`config.mk`:
```
export PLATFORM = sky130hd
export DESIGN_NAME = invisible_codepoint_detector
export DESIGN_NICKNAME = d
export VERILOG_FILES = /design/src/design/icd_pkg.sv /design/src/design/icd_front.sv /design/src/design/icd_queue.sv /design/src/design/icd_back.sv /design/src/design/invisible_codepoint_detector.sv
export SDC_FILE = /design/constraint.sdc
export NUM_CORES = 1
export LEC_CHECK = 0
export ABC_AREA = 1
export ABC_CLOCK_PERIOD_IN_PS = 12600
export BUFFER_PORTS_ARGS = -buffer_cell sky130_fd_sc_hd__buf_2
export CORE_MARGIN = 8
export CORE_UTILIZATION = 45
export CTS_CLUSTER_DIAMETER = 120
export DETAILED_ROUTE_END_ITERATION = 16
export PLACE_DENSITY = 0.57
export SETUP_SLACK_MARGIN = 0.15
export SLEW_MARGIN = 20
export SYNTH_ARGS = -nofsm -noshare
export SYNTH_HDL_FRONTEND = slang
export SYNTH_SLANG_ARGS = --single-unit
export TNS_END_PERCENT = 1
```
`constraint.sdc`:
```
create_clock -name clock -period 12.6 [get_ports clock]
set_input_delay 0.63 -clock clock [delete_from_list [all_inputs] [get_ports clock]]
set_output_delay 0.63 -clock clock [all_outputs]
set_load 0.05 [all_outputs]
```
`src/design/icd_pkg.sv`:
```
// ----------------------------------------------------------------------------
// icd_pkg
// Shared types, constants and helper functions of the invisible code point
// detector: byte classification, queue item layout and the code point list.
// ----------------------------------------------------------------------------
package icd_pkg;

   localparam int unsigned ByteW      = 8;
   localparam int unsigned DataW      = 8;
   localparam int unsigned CpW        = 21;
   localparam int unsigned QueueDepth = 2;
   localparam int unsigned PendDepth  = 3;
   localparam int unsigned WinDepth   = 7;

   // Sequence length announced by a byte; zero means the byte is skipped alone
   typedef logic [2:0] seq_len_type;

   localparam seq_len_type LenSkip = 3'd0;
   localparam seq_len_type LenOne  = 3'd1;
   localparam seq_len_type Len2    = 3'd2;
   localparam seq_len_type Len3    = 3'd3;
   localparam seq_len_type Len4    = 3'd4;

   typedef logic [CpW-1:0] cp_type;

   // Listed invisible and direction-changing code points
   localparam cp_type ZwspLo   = 21'h0200B;
   localparam cp_type ZwspHi   = 21'h0200D;
   localparam cp_type Bom      = 21'h0FEFF;
   localparam cp_type BidiLo   = 21'h0202A;
   localparam cp_type BidiHi   = 21'h0202E;
   localparam cp_type IsoLo    = 21'h02066;
   localparam cp_type IsoHi    = 21'h02069;
   localparam cp_type HangFill = 21'h03164;
   localparam cp_type ChoFill  = 21'h0115F;
   localparam cp_type JungFill = 21'h01160;
   localparam cp_type HalfFill = 21'h0FFA0;
   localparam cp_type SoftHyph = 21'h000AD;
   localparam cp_type Cgj      = 21'h0034F;
   localparam cp_type ArabMark = 21'h0061C;
   localparam cp_type MongSep  = 21'h0180E;

   // One classified text byte
   typedef struct packed {
      logic [ByteW-1:0] data;
      seq_len_type      len;
      logic             cont;
   } sym_type;

   // One queue entry: a classified byte and its end-of-text mark
   typedef struct packed {
      sym_type sym;
      logic    last;
   } item_type;

   function automatic seq_len_type lead_length(logic [ByteW-1:0] b);
      seq_len_type len;
      len = LenSkip;
      if (b[7:5] == 3'b110) begin
         len = Len2;
      end else if (b[7:4] == 4'b1110) begin
         len = Len3;
      end else if (b[7:3] == 5'b11110) begin
         len = Len4;
      end
      return len;
   endfunction

   function automatic logic [ByteW-1:0] lead_mask(seq_len_type len);
      logic [ByteW-1:0] m;
      case (len)
         Len2:    m = 8'h1F;
         Len3:    m = 8'h0F;
         default: m = 8'h07;
      endcase
      return m;
   endfunction

   function automatic logic is_hidden(cp_type cp);
      return (cp >= ZwspLo && cp <= ZwspHi) || cp == Bom ||
             (cp >= BidiLo && cp <= BidiHi) ||
             (cp >= IsoLo && cp <= IsoHi) ||
             cp == HangFill || cp == ChoFill || cp == JungFill ||
             cp == HalfFill || cp == SoftHyph || cp == Cgj ||
             cp == ArabMark || cp == MongSep;
   endfunction

endpackage

```
`src/design/icd_front.sv`:
```
// ----------------------------------------------------------------------------
// icd_front
// Input side: takes text bytes while the queue has room and tags each one
// with its sequence length and continuation flag.
// ----------------------------------------------------------------------------
module icd_front (
   input  logic                         req_tvalid,
   output logic                         req_tready,
   input  logic [icd_pkg::DataW-1:0]    req_tdata,   // [7:0] text_byte
   input  logic                         req_tlast,   // end_of_text
   input  logic                         q_ready,
   output logic                         push,
   output icd_pkg::item_type            push_item
);

   // Accept whenever the queue can take the item
   assign req_tready = q_ready;
   assign push       = req_tvalid && q_ready;

   // Classify the byte
   always_comb begin
      push_item.sym.data = req_tdata[icd_pkg::ByteW-1:0];
      push_item.sym.len  = icd_pkg::lead_length(req_tdata[icd_pkg::ByteW-1:0]);
      push_item.sym.cont = (req_tdata[7:6] == 2'b10);
      push_item.last     = req_tlast;
   end

endmodule

```
`src/design/icd_queue.sv`:
```
// ----------------------------------------------------------------------------
// icd_queue
// Two-entry item queue between the classifier and the scan engine.
// Push and pop may happen in the same cycle.
// ----------------------------------------------------------------------------
module icd_queue (
   input  logic                clock,
   input  logic                reset,
   input  logic                push,
   input  icd_pkg::item_type   push_item,
   output logic                q_ready,
   input  logic                pop,
   output logic                q_valid,
   output icd_pkg::item_type   pop_item
);

   icd_pkg::item_type store_ff [icd_pkg::QueueDepth];
   logic       wr_ptr_ff, wr_ptr_in;
   logic       rd_ptr_ff, rd_ptr_in;
   logic [1:0] count_ff, count_in;

   assign q_ready  = (count_ff != 2'(icd_pkg::QueueDepth));
   assign q_valid  = (count_ff != 2'd0);
   assign pop_item = store_ff[rd_ptr_ff];

   // Advance pointers and occupancy
   always_comb begin
      wr_ptr_in = push ? ~wr_ptr_ff : wr_ptr_ff;
      rd_ptr_in = pop  ? ~rd_ptr_ff : rd_ptr_ff;
      count_in  = count_ff;
      if (push && !pop) begin
         count_in = count_ff + 2'd1;
      end else if (pop && !push) begin
         count_in = count_ff - 2'd1;
      end
   end

   always_ff @(posedge clock) begin
      if (reset) begin
         wr_ptr_ff <= 1'b0;
         rd_ptr_ff <= 1'b0;
         count_ff  <= 2'd0;
      end else begin
         wr_ptr_ff <= wr_ptr_in;
         rd_ptr_ff <= rd_ptr_in;
         count_ff  <= count_in;
      end
   end

   // Write the entry
   always_ff @(posedge clock) begin
      if (push) begin
         store_ff[wr_ptr_ff] <= push_item;
      end
   end

endmodule

```
`src/design/icd_back.sv`:
```
// ----------------------------------------------------------------------------
// icd_back
// Scan engine: appends each byte to the pending window, decodes every
// sequence that is complete, matches the code point list and drives the
// result register on the final byte of a text.
// ----------------------------------------------------------------------------
module icd_back (
   input  logic                         clock,
   input  logic                         reset,
   input  logic                         q_valid,
   input  icd_pkg::item_type            pop_item,
   output logic                         pop,
   output logic                         rsp_tvalid,
   input  logic                         rsp_tready,
   output logic [icd_pkg::DataW-1:0]    rsp_tdata    // [0] spoof_found
);

   icd_pkg::sym_type pend_ff [icd_pkg::PendDepth];
   icd_pkg::sym_type pend_in [icd_pkg::PendDepth];
   logic [1:0] cnt_ff, cnt_in;
   logic       found_ff, found_in;
   logic       rsp_valid_ff, rsp_valid_in;
   logic       rsp_flag_ff, rsp_flag_in;

   icd_pkg::sym_type     win [icd_pkg::WinDepth];
   logic [2:0]           n;
   logic [3:0]           complete;
   logic [3:0]           hid;
   icd_pkg::seq_len_type adv [4];
   icd_pkg::cp_type      acc;
   logic                 bad;
   logic [2:0]           p;
   logic [2:0]           rem;
   logic                 go;
   logic                 hit;
   logic                 final_item;
   logic                 out_free;

   assign final_item = pop_item.last;
   assign out_free   = !rsp_valid_ff || rsp_tready;
   assign pop        = q_valid && (!final_item || out_free);

   // Build the window: pending bytes, the new byte, zero padding
   always_comb begin
      for (int i = 0; i < icd_pkg::WinDepth; i++) begin
         win[i] = '0;
         if (i < icd_pkg::PendDepth && 2'(i) < cnt_ff) begin
            win[i] = pend_ff[i];
         end else if (i < 4 && 2'(i) == cnt_ff) begin
            win[i] = pop_item.sym;
         end
      end
      n = {1'b0, cnt_ff} + 3'd1;
   end

   // Decode a sequence at every start position in parallel
   always_comb begin
      for (int s = 0; s < 4; s++) begin
         complete[s] = ({1'b0, 3'(s)} + {1'b0, win[s].len}) <= {1'b0, n};
         acc = icd_pkg::CpW'(win[s].data & icd_pkg::lead_mask(win[s].len));
         bad = 1'b0;
         for (int k = 1; k < 4; k++) begin
            if (3'(k) < win[s].len && !bad) begin
               if (win[s + k].cont) begin
                  acc = {acc[icd_pkg::CpW-7:0], win[s + k].data[5:0]};
               end else begin
                  bad = 1'b1;
               end
            end
         end
         hid[s] = icd_pkg::is_hidden(acc);
         adv[s] = bad ? icd_pkg::LenOne : win[s].len;
      end
   end

   // Walk the window: skip, stop on a partial sequence, or consume
   always_comb begin
      p   = 3'd0;
      go  = 1'b1;
      hit = 1'b0;
      for (int step = 0; step < 4; step++) begin
         if (go && p < n) begin
            if (win[p].len == icd_pkg::LenSkip) begin
               p = p + 3'd1;
            end else if (!complete[p[1:0]]) begin
               if (final_item) begin
                  p = p + 3'd1;
               end else begin
                  go = 1'b0;
               end
            end else begin
               hit = hit | hid[p[1:0]];
               p   = p + adv[p[1:0]];
            end
         end
      end
      rem = n - p;
   end

   // Next state: shift the leftover bytes to the front, clear on end of text
   always_comb begin
      for (int i = 0; i < icd_pkg::PendDepth; i++) begin
         pend_in[i] = '0;
         if (3'(i) < rem && !final_item) begin
            pend_in[i] = win[p + 3'(i)];
         end
      end
      cnt_in   = final_item ? 2'd0 : rem[1:0];
      found_in = final_item ? 1'b0 : (found_ff | hit);

      rsp_valid_in = rsp_valid_ff;
      rsp_flag_in  = rsp_flag_ff;
      if (pop && final_item) begin
         rsp_valid_in = 1'b1;
         rsp_flag_in  = found_ff | hit;
      end else if (rsp_tready) begin
         rsp_valid_in = 1'b0;
      end
   end

   always_ff @(posedge clock) begin
      if (reset) begin
         cnt_ff       <= 2'd0;
         found_ff     <= 1'b0;
         rsp_valid_ff <= 1'b0;
      end else begin
         if (pop) begin
            cnt_ff   <= cnt_in;
            found_ff <= found_in;
         end
         rsp_valid_ff <= rsp_valid_in;
      end
   end

   // Hold pending bytes and the result payload
   always_ff @(posedge clock) begin
      if (pop) begin
         for (int i = 0; i < icd_pkg::PendDepth; i++) begin
            pend_ff[i] <= pend_in[i];
         end
      end
      rsp_flag_ff <= rsp_flag_in;
   end

   assign rsp_tvalid = rsp_valid_ff;
   assign rsp_tdata  = {(icd_pkg::DataW-1)'(0), rsp_flag_ff};

endmodule

```
`src/design/invisible_codepoint_detector.sv`:
```
// ----------------------------------------------------------------------------
// invisible_codepoint_detector
// Scans a UTF-8 text and flags invisible or direction-changing code points.
// ----------------------------------------------------------------------------
// Usage:
//   req channel: one text byte per item in req_tdata[7:0], req_tlast on the
//   final byte of the text. rsp channel: one item per text, given for the
//   final byte; rsp_tdata[0] is 1 when a listed code point was decoded.
//   Throughput: one byte per cycle unless a final byte waits for the output
//   register. The classifier writes a two-entry queue, the scan engine
//   drains it one byte per cycle, decoding the whole four-byte window combinationally.
//   Path: the final byte is registered in the queue, and its flag then in
//   the output register that drives rsp_tvalid.
//   Stall: a waiting result sits in the output register; bytes that are not
//   final keep flowing. A final byte waits in the queue until the output
//   register is free, and the queue then fills and drops req_tready.
//   Reset: synchronous, active high; clears the queue, the pending window,
//   the match flag and any undelivered result. A text always starts fresh
//   after its final byte.
// ----------------------------------------------------------------------------
module invisible_codepoint_detector (
   input  logic                         clock,
   input  logic                         reset,
   input  logic                         req_tvalid,
   output logic                         req_tready,
   input  logic [icd_pkg::DataW-1:0]    req_tdata,   // [7:0] text_byte
   input  logic                         req_tlast,   // end_of_text
   output logic                         rsp_tvalid,
   input  logic                         rsp_tready,
   output logic [icd_pkg::DataW-1:0]    rsp_tdata    // [0] spoof_found, [7:1] zero
);

   logic              q_ready;
   logic              push;
   logic              q_valid;
   logic              pop;
   icd_pkg::item_type push_item;
   icd_pkg::item_type pop_item;

   icd_front u_front (
      .req_tvalid (req_tvalid),
      .req_tready (req_tready),
      .req_tdata  (req_tdata),
      .req_tlast  (req_tlast),
      .q_ready    (q_ready),
      .push       (push),
      .push_item  (push_item)
   );

   icd_queue u_queue (
      .clock     (clock),
      .reset     (reset),
      .push      (push),
      .push_item (push_item),
      .q_ready   (q_ready),
      .pop       (pop),
      .q_valid   (q_valid),
      .pop_item  (pop_item)
   );

   icd_back u_back (
      .clock      (clock),
      .reset      (reset),
      .q_valid    (q_valid),
      .pop_item   (pop_item),
      .pop        (pop),
      .rsp_tvalid (rsp_tvalid),
      .rsp_tready (rsp_tready),
      .rsp_tdata  (rsp_tdata)
   );

endmodule

```
==> metrics, run 1 <==
grt met2 use a little over a third; clock-pin slew on the worst setup and hold paths 0.05 ns; global-route layer with the greatest usage met2; CTS Buf Count 9; FFs w/ async S/R, synth 0%; Slew headroom between 30% and 40%; RSZ-0062 raised after global routing false; CTS H-tree lvls 3; die width between 100 and 150 um; Cells after Synth approximately 1.3k; worst slew pin tran slightly above 1 ns; DRT Wirelength around 25 mm; part of the Yosys area used for sequential elements 22.0%; Buf+Inv Stages, Crit Path 10; first-pass iteration count of the detailed router 5; CTS tree built; count of state elements after synthesis 62; routed vias roughly 8.6k; Die Height 150 um; hpwl dp approximately 20 mm; Top delay family on crit path simple AND/OR/NAND/NOR gates; Slew Limit Fails 0; global-route wire length before repair 40.0 mm; Min Clock Period, post-route about 11 ns; data arrival time of the worst path roughly 11 ns; die area approximately 22,000 sq um; initial antenna violation count 0; fin crit share 89.0%; I/O Buffers 15; status complete, no violations; EDFF count, synth 53; Yosys warning count 0; Final Hold Fails 0; setup_tns 0 ns; clk_lat worst skew about 0.33 ns; CP Capture Type register; total inserted antenna cells 0; via/cell ratio roughly 5.5; Setup Buffers After CTS 0; Final Core Density ~48%; Starting Density about 45%; grt ovf 0; net total in the final layout ~1.4k; Core Area about 18,000 sq um; gpl congestion 0.934; GRT Overall Usage 22.2%; skew final a little over 0.007 ns; fmax 0.0892 GHz; Max Cap Viol 0; Hold Path Class register to register; CTS Root Cell clkbuf_16; setup violators final 0; Netlist cell types 61; CP Launch Type register; Worst Path Required between 10 and 15 ns; Worst path most repeated cell inv_1; # IOs 23; Main synth FF type edfxtp_1; P&R area growth vs syn 5.43%; hold_buf cts 0; largest net degree at the start of global routing 43; Critical-path top delay cell nand2_2; Synth Area per Inst between 6 and 7 sq um; CP max stage delay roughly 0.8 ns; routed len/inst ~16 um; DRT iter0 DRCs roughly 950; WHS 0.448 ns; Detail Route Antenna Nets 0; Post-CTS Resized 0; Clock Path Buffers 2; GR Util met3 ~2.6%; FP Rows 49; Sink Count between 60 and 70; layout cells sized above 1 under 10%; post-synthesis cell area ~8100 sq um; Worst Path Max Fanout 42; vias in the first global route between 7k and 8k; WS Path Type register to register; routing usage on met1 between 30 and 40%; DR DRC count 0
## Yosys cell counts (13+ instances only)
master	n	share of area, %
inv_2	14	0.65
nand2_2	19	1.5
nand4_1	24	1.9
nor2_1	86	4.0
ha_1	36	5.6
nand3_1	152	9.4
a21oi_1	33	2.0
clkbuf_1	14	0.65
inv_1	171	8.0
nand2_1	436	20
nor4_1	13	1.0
edfxtp_1	53	20
nor3_1	21	1.3
o21ai_0	82	5.1
## layout by cell type, fill, tap and decap left out, drive strengths merged, types with 2 or more instances in the layout
cell type / count
a31oi: 3
a21oi: 39
o2111ai: 2
o41ai: 2
edfxtp: 53
clkinv: 7
and2: 2
nand4: 24
xor2: 5
a21boi: 8
nand3: 165
nand3b: 3
buf: 25
fa: 5
nand2: 458
o21ai: 91
dfxtp: 9
clkbuf: 11
o31ai: 4
nor2: 102
nor4: 13
o211ai: 6
o32ai: 3
conb: 7
inv: 186
nor3: 21
or2: 10
a32oi: 2
o21a: 8
xnor2: 2
ha: 36
o22ai: 6
## metal layers
layer	wire length [um]	up-vias
li1	-	4346
met1	11600	3934
met2	11300	260
met3	1360	43
met4	700	0
met5	0	-
## stage by stage
step,area (sq um),std cells,setup WS (ns)
after floorplan,8090,1332,4.71
after global placement,8250,1541,1.57
after detailed placement,8250,1541,1.51
after CTS,8510,1557,1.46
after global routing,8510,1557,0.453
final,8510,1557,1.39
## final cells by class
class	count	area [sq um]
Sequential cell	62	1770
Inverter	189	712
Fill cell	1931	9270
Tap cell	229	287
Timing Repair Buffer	25	150
Clock inverter	5	26.3
Multi-Input combinational cell	1036	5330
Clock buffer	11	233
## path summary, 6_finish.rpt
kind	start	cells past startpoint	endpoint	slack, ns
worst max-delay path	u_back.cnt_ff[1]$_SDFFE_PP0P_	50	u_back.pend_ff[0][13]$_SDFFCE_PN0P_	1.39
worst min register to register	u_queue.rd_ptr_ff$_SDFFE_PP0P_	1	register	0.45
worst max register to register	u_back.cnt_ff[1]$_SDFFE_PP0P_	50	u_back.pend_ff[0][13]$_SDFFCE_PN0P_	1.39
worst min-delay path	u_queue.rd_ptr_ff$_SDFFE_PP0P_	1	register	0.45
## sequential cells by signal, summed over array words and instances, names as in the netlist, named ones only
signal              flops
u_back.pend_ff         30
u_queue.count_ff        2
u_back.cnt_ff           2
u_back.rsp_tvalid       1
u_queue.wr_ptr_ff       1
u_back.rsp_flag_ff      1
u_back.found_ff         1
u_queue.rd_ptr_ff       1
u_queue.store_ff       22
## kinds of logic (layout without fill, tap and decap cells)
kind of cell	count (synthesis)	after routing	synth area share, %
simple gates	800	800	44.4
buf+inv	234	230	12.3
compound gates	181	181	13.7
flops	62	62	22.0
fa+ha+maj	41	41	6.82
xor+xnor	7	7	0.760
other cells	1	7	0.0465
## worst reg2reg max path, delay by kind of cell, from the launching register on
family	cells	cell delay, ns
flops	1	0.61
fa+ha+maj	7	2.67
buf+inv	10	1.54
compound gates	8	1.75
xor+xnor	1	0.16
simple gates	24	4.21
Power of run 1 is left out: the tool's default activity adds up to more than one toggle a clock period on the data nets, which glitch-free logic cannot reach.
==> run 2: changes to the inputs <==
--- a/config.mk
+++ b/config.mk
@@ -13,9 +13,10 @@
 export CTS_CLUSTER_DIAMETER = 120
 export DETAILED_ROUTE_END_ITERATION = 16
-export PLACE_DENSITY = 0.57
+export PLACE_DENSITY = 0.58
 export SETUP_SLACK_MARGIN = 0.15
 export SLEW_MARGIN = 20
 export SYNTH_ARGS = -nofsm -noshare
 export SYNTH_HDL_FRONTEND = slang
+export SYNTH_HIERARCHICAL = 1
 export SYNTH_SLANG_ARGS = --single-unit
 export TNS_END_PERCENT = 1
==> constraint.sdc (replaced) <==
create_clock -name clock -period 12.6 [get_ports clock]
set_input_delay 1.26 -clock clock [delete_from_list [all_inputs] [get_ports clock]]
set_output_delay 1.26 -clock clock [all_outputs]
set_load 0.05 [all_outputs]
==> run 2 against run 1 <==
  * Flip-flop and latch count is the same
  * Final area grew 2.3%
  * Critical path depth shrank 3
  * Worst hold slack gained 0.063 ns
  * Cell count grew 0.77%
  * Non-clock buffer count shrank 2
==> metrics, run 2 <==
routed vias 8,729 (+1.7%); DRT iter0 DRCs 988 (+4.4%); CTS Root Cell clkbuf_16; global-route wire length before repair 40.8 mm (+1.9%); RSZ-0062 raised after global routing false; status complete, no violations; Final Core Density 48.3% (+0.44 points); skew final 0.00779 ns (+0.000723 ns); DR DRC count 0 (unchanged); I/O Buffers 15 (unchanged); GRT Overall Usage 22.2% (about the same); vias in the first global route 7,862 (+2.6%); total inserted antenna cells 0 (unchanged); dpl ws 2.16 ns (+0.651 ns); Max Cap Viol 0 (unchanged); Post-CTS Resized 0 (unchanged); Worst Path Required 12.68 ns (+0.02 ns); most frequent cells in the layout 405 x nand2_1, 181 x inv_1, 154 x nand3_1; Detail Route Antenna Nets 0 (unchanged); CTS H-tree lvls 3 (unchanged); Largest regs u_back/pend_ff (30), u_queue/store_ff (22); routed len/inst 16.2 um (+0.71%); Synth Area per Inst 6.16 sq um (+1.1%); fin crit share 84.2% (-4.7 points); Min Clock Period, post-route 10.61 ns (-0.598 ns); clock-pin slew on the worst setup and hold paths 0.05 ns (about the same); setup_tns 0 ns (unchanged); commonest non-fill, non-tap cell in the layout nand2_1; Final Hold Fails 0 (unchanged); Starting Density 46.0% (+0.58 points); setup violators final 0 (unchanged); CP Capture Type register; Critical-path top delay cell ha_1; Cells after Synth 1,346 (+1.5%); die area 23,000 sq um (+2.4%); net total in the final layout 1,389 (+0.87%); gpl congestion 0.945 (+1.2%); grt ovf 0 (unchanged); final worst slack 1.99 ns (+0.598 ns); Hold Path Class register to register; Worst Path Max Fanout 42 (unchanged); Worst path most repeated cell nand2_1; Slew Limit Fails 0 (unchanged); CTS tree built; HP Start u_queue/rd_ptr_ff$_SDFFE_PP0P_; Reg-to-Reg Start u_back/cnt_ff[0]$_SDFFE_PP0P_; die width 152 um (+1.2%); CP Launch Type register; DRT Wirelength 25.4 mm (+1.5%); largest net degree at the start of global routing 43 (unchanged); Die Height 152 um (+1.2%); layout cells sized above 1 10.0% (+0.66 points); R2R Path End u_back/pend_ff[0][5]$_SDFFCE_PN0P_; Largest register FFs 30 (unchanged); WS Path Type register to register; via/cell ratio 5.56 (+0.92%); fmax 0.0942 GHz (+5.6%); Yosys warning count 6 (+6); data arrival time of the worst path 10.69 ns (-0.58 ns); FF-to-FF path depth 47 (-6.0%); FP Rows 49 (unchanged); worst hold stages 2 (+1); flop-to-flop setup slack 1.99 ns (+0.60 ns); hpwl dp 19.9 mm (-0.37%); worst slew pin tran 0.961 ns (-0.0703 ns); Slew headroom 35.9% (+5.3 points); Sink Count 62 (unchanged); Setup Buffers After CTS 0 (unchanged); clk_lat worst skew 0.32 ns (about the same); P&R area growth vs syn 5.06%; initial antenna violation count 0 (unchanged); CTS Buf Count 9 (unchanged); Core Area 18,000 sq um (+1.4%); CP max stage delay 0.89 ns (+0.10 ns); # IOs 23 (unchanged); hold_buf cts 0 (unchanged); Reg with most FFs u_back/pend_ff; post-synthesis cell area 8290 sq um (+2.7%); Clock Path Buffers 2 (unchanged); hold endpoint u_queue/rd_ptr_ff$_SDFFE_PP0P_; first-pass iteration count of the detailed router 6 (+1)
==> run 2: cell types whose count changed in the layout (fill, tap and decap cells not counted), moves of 8 or more <==
cell	previous run	this run
inv_1	171	181
mux2_4	0	8
nand2_1	436	405
nor2_1	86	109
nor3_1	21	31
nor4_1	13	5
==> run 2: through the flow <==
stage | hold WS [ns] | std cells | cell area (sq um)
3_5_place_dp | 0.498 | 1553 | 8400
6_report | 0.510 | 1569 | 8710
2_1_floorplan | 0.481 | 1352 | 8310
4_1_cts | 0.513 | 1569 | 8700
3_3_place_gp | 0.500 | 1553 | 8400
5_1_grt | 0.532 | 1569 | 8710
==> run 2: worst max-delay path by stage <==
stage	from	slack [ns]	depth (start not counted)	to
after floorplan	u_back/cnt_ff[0]$_SDFFE_PP0P_	4.72	56	u_back/pend_ff[0][0]$_SDFFCE_PN0P_
after global placement	u_back/cnt_ff[0]$_SDFFE_PP0P_	2.24	47	u_back/pend_ff[0][4]$_SDFFCE_PN0P_
after detailed placement	u_back/cnt_ff[1]$_SDFFE_PP0P_	2.16	49	u_back/pend_ff[0][5]$_SDFFCE_PN0P_
after CTS	u_back/cnt_ff[0]$_SDFFE_PP0P_	2.13	49	u_back/pend_ff[0][7]$_SDFFCE_PN0P_
after global routing	u_back/cnt_ff[1]$_SDFFE_PP0P_	0.97	47	u_back/pend_ff[0][7]$_SDFFCE_PN0P_
final	u_back/cnt_ff[0]$_SDFFE_PP0P_	1.99	47	u_back/pend_ff[0][5]$_SDFFCE_PN0P_
==> run 2: cell type report <==
class,instances,area (sq um)
fill,1956,9320
tap,229,287
clock inverter,4,45.0
multi-input combinational,1037,5450
inverter,202,761
sequential,62,1770
clock buffer,12,256
timing repair buffer,23,135
==> run 2: per-layer routing <==
metal  vias up  global-route usage, %  wire length, um
li1       4390                      -                -
met1      3954                   30.4            11600
met2       341                   34.8            11200
met3        44                   2.64             1690
met4         0                   9.16              798
met5         -                      0                0
==> run 2: worst max-delay path: cells and delay by family (launching register included) <==
| family | cells | cell delay [ns] |
|---|---|---|
| AOI/OAI and AO/OA | 7 | 1.75 |
| xor gates and xnor gates | 1 | 0.16 |
| adders and majority gates | 7 | 2.93 |
| buffers and inverters | 7 | 0.78 |
| DFF | 1 | 0.66 |
| and+or+nand+nor | 25 | 4.00 |
Power of run 2 is left out for the same reason.
==> run 3: changes to the inputs <==
Settings changed: ABC_CLOCK_PERIOD_IN_PS 12600 to 8950, PLACE_DENSITY 0.58 to 0.6.
Clock period 12.6 ns to 8.95 ns, I/O delays scaled along.
==> run 3 against run 2 <==
  * Clock-buffer cell count grew 1
  * Critical path depth grew 3
  * Worst hold slack got worse by 0.027 ns
  * Register-to-register slack worse by 1.2 ns
  * Cell count rose by 0.83%
  * Flip-flop and latch count unchanged
  * Clock skew down 0.0016 ns
  * Utilization is 0.60 points higher
  * Die area is the same
  * Maximum frequency increased by 31%
  * Global-route usage is 0.15 points lower
  * First-iteration DRC count shrank 1.3%
==> metrics, run 3 (synthesis gave the netlist of run 2 again) <==
Min Clock Period, post-route 8.13 ns (-2.48 ns); most frequent cells in the layout 403 x nand2_1, 180 x inv_1, 153 x nand3_1; status complete, no violations; CTS Root Cell clkbuf_16; initial antenna violation count 0 (unchanged); Reg with most FFs u_back/pend_ff; largest net degree at the start of global routing 42 (-2.3%); Critical-path top delay cell o21ai_1; data arrival time of the worst path 8.19 ns (-2.50 ns); Final Core Density 48.9% (+0.60 points); skew final 0.00617 ns (-0.00163 ns); net total in the final layout 1,402 (+0.94%); via/cell ratio 5.50 (-1.2%); clock-pin slew on the worst setup and hold paths 0.05 ns (about the same); worst slew pin tran 0.951 ns (-0.00938 ns); CTS H-tree lvls 3 (unchanged); Clock Path Buffers 2 (unchanged); CP Capture Type register; Starting Density 46.0% (unchanged); first-pass iteration count of the detailed router 8 (+2); fmax 0.123 GHz (+31%); Die Height 152 um (unchanged); total inserted antenna cells 0 (unchanged); # IOs 23 (unchanged); clk_lat worst skew 0.32 ns (about the same); DRT Wirelength 25.0 mm (-1.2%); global-route wire length before repair 40.7 mm (-0.29%); CP max stage delay 0.56 ns (-0.33 ns); hpwl dp 19.4 mm (-2.1%); Hold Path Class register to register; Worst path most repeated cell nand2_1; GRT Overall Usage 22.1% (-0.15 points); setup violators final 0 (unchanged); Max Cap Viol 0 (unchanged); Largest regs u_back/pend_ff (30), u_queue/store_ff (22); P&R area growth vs syn 6.37%; Final Hold Fails 0 (unchanged); Sink Count 62 (unchanged); gpl congestion 0.949 (+0.46%); HP Start u_back/cnt_ff[1]$_SDFFE_PP0P_; Worst Path Max Fanout 14 (-67%); R2R Path End u_back/pend_ff[0][14]$_SDFFCE_PN0P_; RSZ-0062 raised after global routing true; Slew headroom 36.3% (+0.39 points); DRT iter0 DRCs 975 (-1.3%); Reg-to-Reg Start u_back/cnt_ff[1]$_SDFFE_PP0P_; CP Launch Type register; I/O Buffers 15 (unchanged); setup_tns 0 ns (unchanged); commonest non-fill, non-tap cell in the layout nand2_1; grt ovf 0 (unchanged); Slew Limit Fails 0 (unchanged); die width 152 um (unchanged); worst hold stages 2 (unchanged); WS Path Type register to register; dpl ws 0.522 ns (-1.64 ns); final std cells w/o fill 1,582 (+0.83%); FF-to-FF path depth 50 (+6.4%); die area 23,000 sq um (unchanged); hold endpoint u_back/cnt_ff[1]$_SDFFE_PP0P_; hold_buf cts 0 (unchanged); Worst Path Required 9.01 ns (-3.67 ns); final worst slack 0.818 ns (-1.17 ns); Core Area 18,000 sq um (unchanged); CTS tree built; routed vias 8,700 (-0.33%); register area 1770 sq um (about the same); layout cells sized above 1 11.3% (+1.3 points); Detail Route Antenna Nets 0 (unchanged); FP Rows 49 (unchanged); DR DRC count 0 (unchanged); filler instances 1,888 (-3.5%); Largest register FFs 30 (unchanged); # placed instances 1,562 (+0.58%); fin crit share 90.9% (+6.6 points); vias in the first global route 7,944 (+1.0%); footprint of the multi-input gates 5470 sq um (+0.44%); CTS Buf Count 9 (unchanged); routed len/inst 15.8 um (-2.0%); worst setup path start u_back/cnt_ff[1]$_SDFFE_PP0P_; flop-to-flop setup slack 0.82 ns (-1.17 ns)
-- run 3: worst max-delay path: cells and delay by family, from the launching register on --
| family | cells | cell delay (ns) |
|---|---|---|
| AOI/OAI and AO/OA | 6 | 1.30 |
| DFF | 1 | 0.31 |
| xor gates and xnor gates | 1 | 0.17 |
| adders and majority gates | 8 | 2.13 |
| buffers and inverters | 8 | 0.82 |
| and+or+nand+nor | 27 | 3.14 |
-- run 3: layout make-up --
class / instances / area share, %
tap: 229 / 3.25
inverter: 202 / 8.72
sequential: 62 / 20.1
multi-input combinational: 1037 / 62.1
timing repair buffer: 36 / 2.64
clock buffer: 13 / 2.95
clock inverter: 3 / 0.227
-- run 3: routing by layer --
metal	track usage [%]	vias up	share of wire (%)
met5	0	-	0
met4	7.79	0	2.4
met3	2.52	51	6.1
met2	34.6	333	45
met1	30.7	3905	47
li1	-	4411	-
-- run 3: worst max-delay path by stage --
stage / end / depth (start not counted)
after floorplan: u_back/pend_ff[0][0]$_SDFFCE_PN0P_ / 56
after global placement: u_back/pend_ff[0][1]$_SDFFCE_PN0P_ / 53
after detailed placement: u_back/pend_ff[0][1]$_SDFFCE_PN0P_ / 57
after CTS: u_back/pend_ff[0][2]$_SDFFCE_PN0P_ / 55
after global routing: u_back/pend_ff[0][16]$_SDFFCE_PN0P_ / 55
final: u_back/pend_ff[0][14]$_SDFFCE_PN0P_ / 50
-- run 3: per-stage QoR --
| stage | area (sq um) | hold slack, ns |
|---|---|---|
| finish | 8810 | 0.484 |
| global route | 8810 | 0.514 |
| CTS | 8740 | 0.471 |
| detailed placement | 8460 | 0.464 |
| global placement | 8460 | 0.467 |
| floorplan | 8310 | 0.481 |
-- run 3: what timing repair did --
item	4_1_cts	5_1_grt
endpoints found under the setup margin	0	30
setup buffers	0	4
gates resized for setup	0	10
Power of run 3 is left out for the same reason.
